### src/rtl/sthac_pkg.sv
package sthac_pkg;

    // table geometry
    localparam int MAX_BINS   = 1024;
    localparam int GROUP_SIZE = 32;
    localparam int NUM_GROUPS = MAX_BINS / GROUP_SIZE;

    // field widths
    localparam int SLOT_W    = 10;
    localparam int USED_W    = 11;
    localparam int TIME_W    = 40;
    localparam int COUNT_W   = 32;
    localparam int TRIG_W    = 32;
    localparam int OFFSET_W  = 32;
    localparam int HIT_IDX_W = 20;
    localparam int FRAC_W    = 16;
    localparam int BIN_W     = TIME_W + 1 - FRAC_W;

    // stream payload widths
    localparam int S_DATA_W = 64;
    localparam int M_DATA_W = 120;

    // request kinds carried in s_tuser
    typedef enum logic [1:0] {
        REQ_TRIGGER = 2'd0,
        REQ_HIT     = 2'd1,
        REQ_READ    = 2'd2,
        REQ_CLEAR   = 2'd3
    } req_t;

    // result status carried in m_tuser
    typedef enum logic [1:0] {
        STATUS_OK    = 2'd0,
        STATUS_FULL  = 2'd1,
        STATUS_EMPTY = 2'd2
    } status_t;

    // operation broadcast to every cell
    typedef enum logic [2:0] {
        CMD_NONE,
        CMD_HIT_CMP,
        CMD_READ_CMP,
        CMD_INC,
        CMD_INSERT
    } cell_op_t;

    // sequencer states
    typedef enum logic [2:0] {
        ST_IDLE,
        ST_BIN,
        ST_CMP,
        ST_GATHER_A,
        ST_GATHER_B,
        ST_APPLY
    } state_t;

    // broadcast bus from the sequencer to the cells
    typedef struct packed {
        cell_op_t                   op;
        logic signed [BIN_W-1:0]    bin;
        logic signed [TIME_W-1:0]   tval;
        logic [SLOT_W-1:0]          slot;
        logic [USED_W-1:0]          used;
    } cell_cmd_t;

    // contents handed from one cell to the next
    typedef struct packed {
        logic                       lt;
        logic signed [BIN_W-1:0]    bin;
        logic signed [TIME_W-1:0]   tval;
        logic [COUNT_W-1:0]         count;
    } cell_link_t;

    // selected entry travelling up the gather tree
    typedef struct packed {
        logic                       found;
        logic signed [TIME_W-1:0]   tval;
        logic [COUNT_W-1:0]         count;
    } gather_t;

endpackage

### src/rtl/sthac_cell.sv
module sthac_cell
    import sthac_pkg::*;
(
    input  logic             clk,
    input  logic             rst_n,
    input  logic [SLOT_W-1:0] cell_idx,
    input  cell_cmd_t        cmd,
    input  cell_link_t       prev,
    output cell_link_t       link,
    output gather_t          tap
);

    logic signed [BIN_W-1:0]  bin_reg,   bin_next;
    logic signed [TIME_W-1:0] tval_reg,  tval_next;
    logic [COUNT_W-1:0]       count_reg, count_next;
    logic                     lt_reg,    lt_next;
    logic                     sel_reg,   sel_next;
    logic                     occupied;

    // slot holds a live entry when it lies below the fill level
    assign occupied = ({1'b0, cell_idx} < cmd.used);

    // compare, increment and shift-insert
    always_comb
    begin
        bin_next   = bin_reg;
        tval_next  = tval_reg;
        count_next = count_reg;
        lt_next    = lt_reg;
        sel_next   = sel_reg;
        unique case (cmd.op)
            CMD_HIT_CMP:
            begin
                lt_next  = occupied && (bin_reg < cmd.bin);
                sel_next = occupied && (bin_reg == cmd.bin);
            end
            CMD_READ_CMP:
            begin
                lt_next  = 1'b0;
                sel_next = occupied && (cell_idx == cmd.slot);
            end
            CMD_INC:
            begin
                if (sel_reg && (count_reg != {COUNT_W{1'b1}}))
                begin
                    count_next = count_reg + COUNT_W'(1);
                end
            end
            CMD_INSERT:
            begin
                if (!lt_reg)
                begin
                    if (prev.lt)
                    begin
                        // first slot with a larger bin, or the first free slot, takes the new entry
                        bin_next   = cmd.bin;
                        tval_next  = cmd.tval;
                        count_next = COUNT_W'(1);
                    end
                    else
                    begin
                        // slots above the insertion point move up by one
                        bin_next   = prev.bin;
                        tval_next  = prev.tval;
                        count_next = prev.count;
                    end
                end
            end
            default:
            begin
            end
        endcase
    end

    // entry payload
    always_ff @(posedge clk)
    begin
        bin_reg   <= bin_next;
        tval_reg  <= tval_next;
        count_reg <= count_next;
    end

    // compare flags
    always_ff @(posedge clk or negedge rst_n)
    begin
        if (!rst_n)
        begin
            lt_reg  <= 1'b0;
            sel_reg <= 1'b0;
        end
        else
        begin
            lt_reg  <= lt_next;
            sel_reg <= sel_next;
        end
    end

    // neighbour link and gather tap
    assign link.lt    = lt_reg;
    assign link.bin   = bin_reg;
    assign link.tval  = tval_reg;
    assign link.count = count_reg;

    assign tap.found = sel_reg;
    assign tap.tval  = sel_reg ? tval_reg : '0;
    assign tap.count = sel_reg ? count_reg : '0;

endmodule

### config.mk
export PLATFORM = sky130hd
export DESIGN_NAME = sthac_cell
export DESIGN_NICKNAME = d
export VERILOG_FILES = /design/src/rtl/sthac_pkg.sv /design/src/rtl/sthac_cell.sv
export SDC_FILE = /design/constraint.sdc
export NUM_CORES = 1
export LEC_CHECK = 0
export BUFFER_PORTS_ARGS = -buffer_cell sky130_fd_sc_hd__clkbuf_2
export CORE_AREA = 2 2 145 147
export CTS_CLUSTER_SIZE = 20
export DETAILED_ROUTE_END_ITERATION = 6
export DIE_AREA = 0 0 147 149
export PLACE_DENSITY_LB_ADDON = 0.05
export SYNTH_ARGS = -nofsm -noshare
export SYNTH_HDL_FRONTEND = slang
export SYNTH_SLANG_ARGS = --single-unit
### constraint.sdc
create_clock -name clk -period 6.3 [get_ports clk]
set_input_delay 0.63 -clock clk [delete_from_list [all_inputs] [get_ports clk]]
set_output_delay 0.63 -clock clk [all_outputs]
set_load 0.005 [all_outputs]
==> impl_metrics.toml <==
[status]
status = "complete, no violations"

[synthesis]
synth_cell_types = 43
synth_area_um2 = 6320
ys_async_sr_fraction_pct = 2.02
synth_edf_count = 97
synth_top_cell_by_area = "edfxtp_1"
synth_ff_type = "edfxtp_1"
synthesis.nets = 802
synth_area_per_cell_um2 = 11.1
ys_ff_latch = 99
yosys-top-cells-area = "edfxtp_1, mux2_2, and2_1, ha_1, nand3b_1"
synthCells = 568
yosysTopAreaCellShare_pct = 46.1
yosys_warnings = 0
seq_area_frac_synth_pct = 46.9

[clock_network]
htree_levels = 3
path_clk_slew_ns = 0.07
ctsResizeCount = 0
insertion_delay_ns = 0.35
cts_setup_buffers = 0
cts-root-buf = "clkbuf_16"
cts_tree = "done"
hold_buffers = 0
cts_sinks = 99
cts_buffer_depth = 2
cts_buffers = 9

[routing]
ant_nets = 0
drt_first_iter_violations = 227
avgViaCountPerCell = 4.65
wl_um = 20000
route.detailed.drc = 0
num_vias = 5580
wire_per_inst_um = 16.6
firstDrtPassIters = 4

[layout]
nets = 1155
drive_gt1_share_pct = 49.6
diodes = 0
area_growth_pct = 37.6
layout_commonest_cell = "clkbuf_2"
final_cell_mix = "clkbuf_2, edfxtp_1, and2_1"
largest_reg_flops = 40

[timing]
slew_viol_final = 0
period_needed_ns = 2.45
worst_pin_slew_ns = 1.16
setup_violations = 0
rsz0062_at_grt = "false"
max_slew_margin_pct = 22.8
max_freq_ghz = 0.408
tns_ns = 0
hold_viol = 0
final.setup_skew_ns = 0.0103
fin_crit_sh_pct = 38.9

[worst_setup_path]
startpoint_type = "register"
rr_worst_depth = 6
cp_data_arrival_time_ns = 1.82
criticalPathCategory = "reg -> out"
crit_path_end_kind = "primary output"
crit_fanout = 75
worstSetupStartpoint = "sel_reg$_DFFE_PN0P_"
reg2reg_from = "count_reg[6]$_DFFE_PP_"
cp.required_ns = 5.67

[placed_design]
dp_hpwl_um = 15800
io_buffers = 369
place_congestion = 0.804

[floorplanning]
io_pins = 370
die-area_um2 = 21900
die_y_um = 149
rows = 53
start_util_pct = 30.7
core_um2 = 20600
fp.dieW_um = 147

[global_route]
track_usage_pct = 17.8
grt_pass1_vias = 5675
antenna_found_initial = 1
grt_overflow = 0
grt_start_max_net_pins = 98
grt_pass1_wl_um = 30300

[power]
irDropWorstVdd_mv = 0.116
p_per_area_nw_per_um2 = 178
power_leakage_nw = 3.95
power_mw = 1.54

[worst_hold_path]
holdCritPathClass = "in -> async"

[job]
max_cap_violations = 0
-- through the flow --
step / instances / utilization, % / hold WS, ns / setup slack (ns) / area [um^2]
floorplan: 568 / - / 0.334 / 1.35 / 6320
global placement: 1185 / 41.0 / 0.422 / 3.88 / 8420
detailed placement: 1185 / 41.0 / 0.424 / 3.85 / 8420
CTS: 1201 / 42.3 / 0.0349 / 3.79 / 8700
global route: 1201 / 42.3 / 0.0326 / 3.68 / 8700
finish: 1201 / 42.3 / 0.0535 / 3.85 / 8700
-- power by group --
group          leakage [nW]  total [mW]  switching [mW]  internal [mW]
sequential            0.915       0.777          0.0203          0.757
clock                 0.131       0.538           0.266          0.271
combinational          2.91       0.230           0.106          0.124
-- cells in the mapped netlist, types with 2 or more instances --
cell type,count
edfxtp_1,97
and2_1,74
mux2_2,65
inv_1,37
ha_1,35
nand3b_1,31
nand2_1,25
clkbuf_1,24
xnor2_1,23
o21ai_1,21
xor2_1,19
a21oi_1,17
nand4_1,17
nand3_1,14
o21ai_0,14
nor2_1,13
nor3_1,5
and4_1,4
nand2b_1,4
buf_1,2
buf_4,2
dfrtp_1,2
nor4_4,2
or2_1,2
-- kinds of logic after synthesis --
group	after synthesis	synth area share (%)
AOI/OAI and AO/OA	62	5.39
xor gates and xnor gates	42	5.82
adders and majority gates	35	6.93
buffers and inverters	66	4.06
DFF	99	46.9
muxes	65	11.6
and+or+nand+nor	199	19.3
-- final cells by class --
| cell class | count | area (um^2) |
|---|---|---|
| fill | 2072 | 11900 |
| inverter | 37 | 139 |
| multi-input combinational | 403 | 3110 |
| sequential | 99 | 2960 |
| clock inverter | 7 | 52.6 |
| tap | 275 | 344 |
| timing repair buffer | 371 | 1860 |
| clock buffer | 9 | 225 |
-- per-layer routing --
| layer | global-route usage, % | vias up | wire length, um |
|---|---|---|---|
| met1 | 21.2 | 2616 | 8130 |
| met3 | 5.47 | 10 | 1440 |
| met4 | 3.70 | 2 | 182 |
| met2 | 31.6 | 207 | 10200 |
| li1 | - | 2745 | - |
| met5 | 0 | - | 12 |
-- critical path, cell delays in order (launching register included) --
cell,delay (ns)
dfrtp_2,1.05
and2_1,0.27
clkbuf_2,0.13
-- final timing paths --
check,end,slack (ns)
worst max-delay path,tap[50],3.85
worst min-delay path,lt_reg$_DFFE_PN0P_,0.05
worst max register to register,count_reg[3]$_DFFE_PP_,3.89
worst min register to register,lt_reg$_DFFE_PN0P_,0.57
max in group asynchronous,sel_reg$_DFFE_PN0P_,6.14
min in group clk,lt_reg$_DFFE_PN0P_,0.53
(Power assumes the default switching activity.)
